File: config.mk
export PLATFORM = sky130hd
export DESIGN_NAME = telnet_iac_deframer_core
export DESIGN_NICKNAME = d
export VERILOG_FILES = /design/src/hw/rtl/tid_pkg.sv /design/src/hw/rtl/tid_in_stage.sv /design/src/hw/rtl/tid_parser.sv /design/src/hw/rtl/tid_out_stage.sv /design/src/hw/rtl/telnet_iac_deframer_core.sv
export VERILOG_INCLUDE_DIRS = /design/src /design/src/hw/rtl
export SDC_FILE = /design/constraint.sdc
export NUM_CORES = 1
export LEC_CHECK = 0
export BUFFER_PORTS_ARGS = -buffer_cell sky130_fd_sc_hd__buf_2
export CAP_MARGIN = 25
export CORE_MARGIN = 3
export CORE_UTILIZATION = 47
export DETAILED_ROUTE_END_ITERATION = 16
export PLACE_DENSITY = 0.74
export SETUP_SLACK_MARGIN = 0.5
export SLEW_MARGIN = 10
export SYNTH_ARGS = -nofsm -noshare
export SYNTH_HDL_FRONTEND = slang
export SYNTH_SLANG_ARGS = --single-unit
File: constraint.sdc
create_clock -name clock -period 2.35 [get_ports clock]
set_input_delay 0.47 -clock clock [delete_from_list [all_inputs] [get_ports clock]]
set_output_delay 0.47 -clock clock [all_outputs]
set_load 0.05 [all_outputs]
File: src/hw/rtl/telnet_iac_deframer_core_macros.svh
// Assertion macros shared by the Telnet IAC deframer RTL.
// No dependencies; included by the files that carry assertions.
`ifndef TELNET_IAC_DEFRAMER_CORE_MACROS_SVH
`define TELNET_IAC_DEFRAMER_CORE_MACROS_SVH

// same-cycle implication, checked on clock, off during reset
`define TID_ASSERT_IMPL(label, ante, cons, msg) \
   label: assert property (@(posedge clock) disable iff (reset) (ante) |-> (cons)) \
      else $error(msg);

// next-cycle implication, checked on clock, off during reset
`define TID_ASSERT_NEXT(label, ante, cons, msg) \
   label: assert property (@(posedge clock) disable iff (reset) (ante) |=> (cons)) \
      else $error(msg);

`endif

File: src/hw/rtl/tid_pkg.sv
// Types and constants of the Telnet IAC deframer.
// No dependencies; used by all tid_* modules and the top level.
package tid_pkg;

   localparam logic [7:0] TN_IAC  = 8'hFF;
   localparam logic [7:0] TN_DONT = 8'hFE;
   localparam logic [7:0] TN_DO   = 8'hFD;
   localparam logic [7:0] TN_WONT = 8'hFC;
   localparam logic [7:0] TN_WILL = 8'hFB;
   localparam logic [7:0] TN_SB   = 8'hFA;
   localparam logic [7:0] TN_SE   = 8'hF0;
   localparam logic [7:0] TN_EOR  = 8'hEF;

   localparam logic [2:0] EV_DATA   = 3'd0;
   localparam logic [2:0] EV_REC    = 3'd1;
   localparam logic [2:0] EV_OPT    = 3'd2;
   localparam logic [2:0] EV_SBBYTE = 3'd3;
   localparam logic [2:0] EV_SBEND  = 3'd4;

   typedef struct packed {
      logic [2:0] kind;
      logic [1:0] command;
      logic [7:0] value;
   } event_type;

   typedef struct packed {
      logic       valid;
      logic [7:0] data;
   } in_item_type;

endpackage

File: src/hw/rtl/tid_in_stage.sv
// Input register of the Telnet IAC deframer: holds one received byte.
// Depends on tid_pkg.
module tid_in_stage (
   input  logic                clock,
   input  logic                reset,
   input  logic                in_valid,
   output logic                in_ready,
   input  logic [7:0]          in_data,
   input  logic                consume,
   output tid_pkg::in_item_type item
);
   import tid_pkg::*;

   logic       valid_ff, valid_in;
   logic [7:0] data_ff;

   assign in_ready = !valid_ff || consume;
   assign valid_in = (in_valid && in_ready) ? 1'b1 : (consume ? 1'b0 : valid_ff);

   always_ff @(posedge clock) begin
      if (reset) begin
         valid_ff <= 1'b0;
      end else begin
         valid_ff <= valid_in;
      end
      if (in_valid && in_ready) begin
         data_ff <= in_data;
      end
   end

   assign item.valid = valid_ff;
   assign item.data  = data_ff;

endmodule

File: src/hw/rtl/tid_parser.sv
// IAC state machine of the Telnet IAC deframer: classifies one byte per cycle unless an event is held up.
// Depends on tid_pkg and telnet_iac_deframer_core_macros.svh.
`include "telnet_iac_deframer_core_macros.svh"
module tid_parser (
   input  logic                 clock,
   input  logic                 reset,
   input  tid_pkg::in_item_type item,
   input  logic                 out_ready,
   output logic                 consume,
   output logic                 ev_load,
   output tid_pkg::event_type   ev
);
   import tid_pkg::*;

   typedef enum logic [2:0] {
      ST_NORMAL, ST_IAC, ST_WILL, ST_WONT, ST_DO, ST_DONT, ST_SB, ST_SB_IAC
   } state_type;

   state_type  state_ff, state_in;
   logic       rec_ff, rec_in;
   logic       has_ev;
   logic [2:0] cmd_diff;
   logic [7:0] b;

   assign b        = item.data;
   assign cmd_diff = state_ff - ST_WILL;

   always_comb begin
      state_in   = state_ff;
      rec_in     = rec_ff;
      has_ev     = 1'b0;
      ev.kind    = EV_DATA;
      ev.command = 2'd0;
      ev.value   = 8'd0;
      unique case (state_ff)
         ST_NORMAL: begin
            if (b == TN_IAC) begin
               state_in = ST_IAC;
            end else begin
               rec_in   = 1'b1;
               has_ev   = 1'b1;
               ev.value = b;
            end
         end
         ST_IAC: begin
            state_in = ST_NORMAL;
            priority if (b == TN_IAC) begin
               rec_in   = 1'b1;
               has_ev   = 1'b1;
               ev.value = TN_IAC;
            end else if (b == TN_EOR) begin
               if (rec_ff) begin
                  rec_in  = 1'b0;
                  has_ev  = 1'b1;
                  ev.kind = EV_REC;
               end
            end else if (b == TN_WILL) begin
               state_in = ST_WILL;
            end else if (b == TN_WONT) begin
               state_in = ST_WONT;
            end else if (b == TN_DO) begin
               state_in = ST_DO;
            end else if (b == TN_DONT) begin
               state_in = ST_DONT;
            end else if (b == TN_SB) begin
               state_in = ST_SB;
            end else begin
               state_in = ST_NORMAL;
            end
         end
         ST_WILL, ST_WONT, ST_DO, ST_DONT: begin
            state_in   = ST_NORMAL;
            has_ev     = 1'b1;
            ev.kind    = EV_OPT;
            ev.command = cmd_diff[1:0];
            ev.value   = b;
         end
         ST_SB: begin
            if (b == TN_IAC) begin
               state_in = ST_SB_IAC;
            end else begin
               has_ev   = 1'b1;
               ev.kind  = EV_SBBYTE;
               ev.value = b;
            end
         end
         ST_SB_IAC: begin
            if (b == TN_SE) begin
               state_in = ST_NORMAL;
               has_ev   = 1'b1;
               ev.kind  = EV_SBEND;
            end else begin
               state_in = ST_SB;
               if (b == TN_IAC) begin
                  has_ev   = 1'b1;
                  ev.kind  = EV_SBBYTE;
                  ev.value = TN_IAC;
               end
            end
         end
      endcase
   end

   // an item that yields nothing never waits on the output side
   assign consume = item.valid && (!has_ev || out_ready);
   assign ev_load = consume && has_ev;

   always_ff @(posedge clock) begin
      if (reset) begin
         state_ff <= ST_NORMAL;
         rec_ff   <= 1'b0;
      end else if (consume) begin
         state_ff <= state_in;
         rec_ff   <= rec_in;
      end
   end

   `TID_ASSERT_IMPL(a_rec_needs_data, ev_load && ev.kind == EV_REC, rec_ff,
      "record end without record data")
   `TID_ASSERT_IMPL(a_opt_from_pending,
      ev_load && ev.kind == EV_OPT,
      state_ff == ST_WILL || state_ff == ST_WONT || state_ff == ST_DO || state_ff == ST_DONT,
      "option event outside a pending option state")
   `TID_ASSERT_NEXT(a_sbiac_returns,
      consume && state_ff == ST_SB_IAC && b != TN_SE, state_ff == ST_SB,
      "IAC in subnegotiation did not return to subnegotiation")
   `TID_ASSERT_NEXT(a_data_sets_rec, ev_load && ev.kind == EV_DATA, rec_ff,
      "data byte did not mark the record")

endmodule

File: src/hw/rtl/tid_out_stage.sv
// Result register of the Telnet IAC deframer: holds one event until taken.
// Depends on tid_pkg.
module tid_out_stage (
   input  logic               clock,
   input  logic               reset,
   input  logic               load,
   input  tid_pkg::event_type ev,
   output logic               free,
   output logic               out_valid,
   input  logic               out_ready,
   output tid_pkg::event_type out_ev
);
   import tid_pkg::*;

   logic      valid_ff, valid_in;
   event_type ev_ff;

   assign free     = !valid_ff || out_ready;
   assign valid_in = load ? 1'b1 : (out_ready ? 1'b0 : valid_ff);

   always_ff @(posedge clock) begin
      if (reset) begin
         valid_ff <= 1'b0;
      end else begin
         valid_ff <= valid_in;
      end
      if (load) begin
         ev_ff <= ev;
      end
   end

   assign out_valid = valid_ff;
   assign out_ev    = ev_ff;

endmodule

File: src/hw/rtl/telnet_iac_deframer_core.sv
// Telnet IAC deframer, top level.
// Depends on tid_pkg, tid_in_stage, tid_parser and tid_out_stage.
//
// Usage:
//   req_* carries received Telnet bytes, one item per byte (tdata[7:0]).
//   rsp_* carries classified events: rsp_tuser is the event kind
//   (data byte, record end, option command, subneg byte, subneg end),
//   rsp_tdata holds the option command and the byte value.
//   Bytes that only move the IAC state machine (IAC, WILL/WONT/DO/DONT prefix, SB,
//   NOP, empty EOR, stray IAC in subnegotiation) produce no event.
// Timing:
//   One byte per cycle sustained while rsp_tready is high. A byte sits in
//   the input register, the state machine decodes it and its event is
//   registered in the result register, from which it is driven on rsp_*.
//   The combinational decode between the two registers sets the rate.
// Reset:
//   Synchronous, active high; parser returns to normal data, the record
//   flag clears, both registers empty.
// Stall:
//   With rsp_tready low the result register holds its event; one more
//   byte waits in the input register, then req_tready drops. Bytes that
//   produce no event keep flowing while an event waits.
module telnet_iac_deframer_core (
   input  logic        clock,
   input  logic        reset,
   input  logic        req_tvalid,
   output logic        req_tready,
   input  logic [7:0]  req_tdata,   // [7:0] byte_in
   output logic        rsp_tvalid,
   input  logic        rsp_tready,
   output logic [15:0] rsp_tdata,   // [1:0] command, [9:2] value, [15:10] zero
   output logic [2:0]  rsp_tuser    // [2:0] event_kind
);
   import tid_pkg::*;

   in_item_type item;
   event_type   ev, out_ev;
   logic        consume, ev_load, out_free;

   tid_in_stage u_in (
      .clock    (clock),
      .reset    (reset),
      .in_valid (req_tvalid),
      .in_ready (req_tready),
      .in_data  (req_tdata),
      .consume  (consume),
      .item     (item)
   );

   tid_parser u_parser (
      .clock     (clock),
      .reset     (reset),
      .item      (item),
      .out_ready (out_free),
      .consume   (consume),
      .ev_load   (ev_load),
      .ev        (ev)
   );

   tid_out_stage u_out (
      .clock     (clock),
      .reset     (reset),
      .load      (ev_load),
      .ev        (ev),
      .free      (out_free),
      .out_valid (rsp_tvalid),
      .out_ready (rsp_tready),
      .out_ev    (out_ev)
   );

   assign rsp_tdata = {6'd0, out_ev.value, out_ev.command};
   assign rsp_tuser = out_ev.kind;

endmodule
# Word level (Yosys, flattened, before mapping)
# Index checks and enable logic that the tools add are counted.
[totals]
regBits = 27
input_bits = 12
output_inout_bits = 21
wordCells = 82
[op_classes]
addsub = 1
eq_ne = 19
n_mux = 37
n_reduce_logical = 17
[ops]
columns = ["cell", "count"]
rows = [
  ["equality test 8 bit, second input constant", 8],
  ["2-to-1 mux 3 bit", 13],
  ["case mux 8 bit (4 select lines)", 1],
  ["2-to-1 mux 8 bit", 3],
  ["case mux 3 bit (5 select lines)", 1],
  ["2-to-1 mux 1 bit", 14],
  ["equality test 3 bit, second input constant", 4],
  ["case mux 3 bit (4 select lines)", 1],
  ["equality test 3 x 2 -> 1 bit, second input constant", 2],
  ["nonzero test 2 bit", 3],
  ["2-to-1 mux 2 bit", 2],
  ["inequality test 2 x 1 -> 1 bit, second input constant", 2],
  ["case mux 1 bit (4 select lines)", 1],
  ["AND reduction 4 bit", 1],
  ["OR reduction 4 bit", 1],
  ["equality test 3 x 1 -> 1 bit, second input constant", 1],
  ["logical AND 1 bit", 3],
  ["logical NOT 1 bit", 3],
  ["logical NOT 3 bit", 1],
  ["logical OR 1 bit", 3],
  ["inequality test 3 x 1 -> 1 bit, second input constant", 1],
  ["AND reduction 3 bit", 1],
  ["inequality test 2 bit, second input constant", 1],
  ["case mux 1 bit (2 select lines)", 1],
  ["other kinds (2)", 2],
]

# Depth between registers and ports, before layout
[depth]
depth_word = 10
depth_mapped = 6
mapped_depth_nobuf = 5

# Cells and area by module
# From an unflattened synthesis, not the netlist that was laid out.
[hier_totals]
cells_unflattened = 117
hier_area_um2 = 1358.8
[by_module_without_submodules]
columns = ["mod", "n_inst", "cells_each", "area_per_inst_um2", "seq_area_each_um2"]
rows = [
  ["tid_parser", 1, 79, 570.5, 80.1],
  ["tid_out_stage", 1, 17, 436.7, 410.4],
  ["tid_in_stage", 1, 14, 302.8, 260.2],
  ["telnet_iac_deframer_core", 1, 7, 48.8, 0.0],
]

# Least setup slack after synthesis
# Ideal clock, no wire load.
[synth_timing]
path_kind = "register to register"
from = "reg u_in.data_ff[1]"
to = "reg u_in.data_ff[0], enable pin"
setup_ns = 0.332
arrival_time_ns = 2.358
required_time_ns = 2.018
slack_ns = -0.340
stages_incl_launch_ff = 7
n_path_buf = 1
period_less_slack_ns = 2.690
cell_sequence = "edfxtp_1 -> and4_4 -> and2_4 -> buf_12 -> o21ai_2 -> o211ai_1 -> and2_1"
[synth_via]
elab_chain_len = 9
elab_cells_between_ends = 14
classes_between = "eq/ne: 3; mux: 6; reduce/logical: 5"
[synth_lines]
columns = ["element", "line", "rtl"]
rows = [
  ["start, declared", "tid_in_stage.sv:15", "logic [7:0] data_ff;"],
  ["start signal, assigned", "tid_in_stage.sv:27", "data_ff <= in_data;"],
  ["equality test 8 bit, on equally long branches", "n/a", ""],
  ["2-to-1 mux 1 bit, on equally long branches", "tid_parser.sv:94, tid_parser.sv:51", ""],
  ["2-to-1 mux 1 bit, on equally long branches", "tid_parser.sv:88, tid_parser.sv:47", ""],
  ["case mux 1 bit (4 select lines) *", "tid_parser.sv:35", "unique case (state_ff)"],
  ["logical NOT 1 bit *", "tid_parser.sv:105", "assign consume = item.valid && (!has_ev || out_ready);"],
  ["logical OR 1 bit *", "tid_parser.sv:105", ""],
  ["logical AND 1 bit *", "tid_parser.sv:105", ""],
  ["logical OR 1 bit *", "tid_in_stage.sv:17", "assign in_ready = !valid_ff || consume;"],
  ["net req_tready", "telnet_iac_deframer_core.sv:27", "output logic req_tready,"],
  ["logical AND 1 bit *", "tid_in_stage.sv:26", "if (in_valid && in_ready) begin"],
]
# The timed path passes the listed nets; every way through them passes the cells marked *.
# A chain may end at the register's enable or synchronous reset.

# Worst setup path in the final report
[layout_timing]
from = "reg u_in.data_ff[0]"
to = "out req_tready"
[layout_via]
elab_chain_len = 8
elab_cells_between_ends = 13
classes_between = "eq/ne: 3; mux: 6; reduce/logical: 4"
[layout_lines]
columns = ["element", "line"]
rows = [
  ["equality test 8 bit, on equally long branches", "n/a"],
  ["2-to-1 mux 1 bit, on equally long branches", "tid_parser.sv:94, tid_parser.sv:51"],
  ["2-to-1 mux 1 bit, on equally long branches", "tid_parser.sv:88, tid_parser.sv:47"],
  ["case mux 1 bit (4 select lines) *", "tid_parser.sv:35"],
  ["logical NOT 1 bit *", "tid_parser.sv:105"],
  ["logical OR 1 bit *", "tid_parser.sv:105"],
  ["logical AND 1 bit *", "tid_parser.sv:105"],
  ["logical OR 1 bit *", "tid_in_stage.sv:17"],
  ["end, declared", "telnet_iac_deframer_core.sv:27"],
]
# Every way passes the cells marked *; elsewhere a longest branch is shown, timed or not.

==> results.sh <==
export IMPL_finalHoldViolations=0
export IMPL_ys_async_sr_fraction_pct=0
export IMPL_antenna_found_initial=0
export IMPL_drtIter0Drc=86
export IMPL_wl_per_cell_um=16.1
export IMPL_cts_root_buf="clkbuf_4"
export IMPL_hp_start="req_tdata[2]"
export IMPL_vdd_drop_max_mv=0.627
export IMPL_gr_total_overflow=0
export IMPL_fin_crit_sh_pct=103
export IMPL_worstSkewPairLatency_ns=0.33
export IMPL_place_ws_ns=0.186
export IMPL_grt_first_pass_wirelength_um=4850
export IMPL_crit_type="register to output port"
export IMPL_gr_usage_all_layers_pct=18.1
export IMPL_min_path_cells=1
export IMPL_synthFlopType="edfxtp_1"
export IMPL_powerDensity_nw_per_um2=506
export IMPL_fin_cells=210
export IMPL_clkTransAtPathRegs_ns=0.15
export IMPL_vias=1207
export IMPL_worstPathMaxFanout=3
export IMPL_maxCapViolCount=0
export IMPL_io_buffers=26
export IMPL_final_antenna_net_count=0
export IMPL_cts_inserted_buffers=3
export IMPL_r2r_end="u_out.out_ev[10]$_DFFE_PP_"
export IMPL_final_util_pct=69.2
export IMPL_report_power_total_uw=922
export IMPL_r2r_start="u_in.data_ff[3]$_DFFE_PP_"
export IMPL_end_kind="output port"
export IMPL_synthCells=128
export IMPL_fp_row_count=18
export IMPL_drive_gt1_share_pct=44.4
export IMPL_wl_um=3380
export IMPL_synth_seq_area_share_pct=54.5
export IMPL_grt_pass1_vias=1065
export IMPL_status="finished with violations"
export IMPL_p_leak_nw=0.743
export IMPL_timing_final_max_slew_violations=0
export IMPL_core_area_sq_um=2640
export IMPL_rrSetupSlack_ns=0.20
export IMPL_cts_tree="yes"
export IMPL_place_hpwl_um=1870
export IMPL_reg2reg_depth=9
export IMPL_synth_edf_count=21
export IMPL_grt_max_degree=17
export IMPL_synth_seq_cells=27
export IMPL_synthToLayoutAreaGrowth_pct=32.5
export IMPL_gp_congestion=0.885
export IMPL_start_util_pct=52.2
export IMPL_drc_errors=0
export IMPL_critPathArrivalTime_ns=1.96
export IMPL_antenna_cells=0
export IMPL_vias_per_cell=5.75
export IMPL_whs_ns=0.302
export IMPL_fin_crit_ns=2.43
export IMPL_clock_skew_ns=0.00236
export IMPL_ctsLongestPathBuffers=2
export IMPL_yosys_warnings=0
export IMPL_fmax_mhz=412
export IMPL_netlist_area_sq_um=1380
export IMPL_cts_sinks=27
export IMPL_whs_endpoint="u_in.data_ff[2]$_DFFE_PP_"
export IMPL_fin_ws_ns=-0.0755
export IMPL_pin_count=33
export IMPL_die_y_um=60.1
export IMPL_dp_cells=183
export IMPL_yosysUniqueCellTypes=40
export IMPL_firstDrtPassIters=4
export IMPL_hp_class="input pin to register"
export IMPL_required_ns=1.88
export IMPL_rsz0062_at_grt="yes"
export IMPL_htreeDepth=1
export IMPL_die_w_um=60.1
export IMPL_startpoint_type="register"
export IMPL_synth_avg_cell_area_sq_um=10.8
export IMPL_final_nets=193
export IMPL_die_area_sq_um=3610
export IMPL_setup_viol=1
export IMPL_violations="negative setup slack"
==> logic make-up after synthesis <==
kind of cell	count (synthesis)	share of synthesized area (%)
and+or+nand+nor	50	20.3
AOI/OAI and AO/OA	31	15.1
DFF	27	54.5
buffers and inverters	15	7.18
xor gates and xnor gates	3	1.91
muxes	1	0.727
other	1	0.272
==> how the worst max path moves through the flow <==
stage	from	to	slack (ns)
floorplan	u_in.data_ff[1]$_DFFE_PP_	u_in.data_ff[0]$_DFFE_PP_	-0.27
global placement	u_in.data_ff[0]$_DFFE_PP_	req_tready	0.23
detailed placement	u_in.data_ff[1]$_DFFE_PP_	req_tready	0.19
CTS	u_in.data_ff[3]$_DFFE_PP_	req_tready	0.03
global route	u_in.data_ff[0]$_DFFE_PP_	req_tready	-0.19
finish	u_in.data_ff[0]$_DFFE_PP_	req_tready	-0.08
==> layout make-up <==
cell class	count	area, sq um
Sequential cell	27	751
Inverter	5	18.8
Tap cell	30	37.5
Clock inverter	1	7.51
Clock buffer	3	22.5
Fill cell	178	812
Multi-Input combinational cell	91	616
Timing Repair Buffer	53	370
==> flip-flops by register name, summed over array words and instances, names as in the netlist <==
name	count
u_out.out_valid	1
u_in.data_ff	8
u_out.out_ev	13
u_in.valid_ff	1
u_parser.rec_ff	1
u_parser.state_ff	3
==> timing repair <==
action,CTS,global route
buffers inserted,16,7
cloned,0,0
setup endpoints to repair,27,35
hold buffers,0,0
hold endpoints to repair,0,0
pin swaps,7,18
gates resized for setup,3,22
==> Yosys cell counts (2+ instances only) <==
library cell  number  share of area, %
a21boi_0           2               1.1
a21oi_1            8               2.9
a31oi_1            3               1.4
and2_1             2              0.91
buf_2              3               1.1
buf_4              6               3.3
dfxtp_1            6               8.7
edfxtp_1          21                46
inv_1              5               1.4
nand2_1           20               5.5
nand3_1            5               1.8
nand4_1            3               1.4
nor2_1             5               1.4
nor2b_1            2              0.91
o211ai_1           3               1.6
o21ai_0            7               2.5
o21ai_2            2               1.3
or3b_1             2               1.3
xnor2_1            2               1.3
==> critical path, stage by stage (launching register included) <==
cell and delay (ns):
edfxtp_1 0.45, buf_6 0.15, nor4_4 0.34, nand3_2 0.14
a31oi_4 0.20, o211ai_1 0.12, buf_4 0.21
==> where the power goes <==
part           switching [mW]  total [mW]  internal, mW
combinational           0.110       0.168        0.0575
sequential             0.0109       0.549         0.538
clock                   0.140       0.206        0.0652
total                   0.262       0.922         0.660
==> stage by stage <==
stage               TNS [ns]  area [sq um]
finish               -0.0755          1820
global route          -0.187          1820
CTS                        0          1710
detailed placement         0          1530
global placement           0          1530
floorplan              -2.21          1410
==> per-layer routing <==
layer | global-route usage [%] | up-vias | part of all wire (%)
li1 | - | 561 | -
met1 | 21.8 | 548 | 40
met2 | 29.6 | 82 | 48
met3 | 4.75 | 16 | 8.6
met4 | 9.18 | 0 | 3.4
met5 | 0 | - | 0
==> placed cells by master, fill, tap and decap left out, types with 2 or more instances in the layout <==
master,Yosys,routed
buf_2,3,25
buf_4,6,21
edfxtp_1,21,21
nand2_1,20,13
nand2_2,0,7
a21oi_1,8,6
conb_1,1,6
buf_6,0,6
dfxtp_1,6,6
inv_1,5,5
nand3_1,5,4
o21ai_1,0,4
o211ai_1,3,3
o21ai_0,7,3
nor2_1,5,3
nand4_1,3,3
clkbuf_4,0,3
a21boi_0,2,2
and2_4,1,2
xnor2_1,2,2
nor2b_1,2,2
nor2_4,0,2
a21oi_2,0,2
or3b_1,2,2
a31oi_1,3,2
Power figures use the tool's default switching activity.
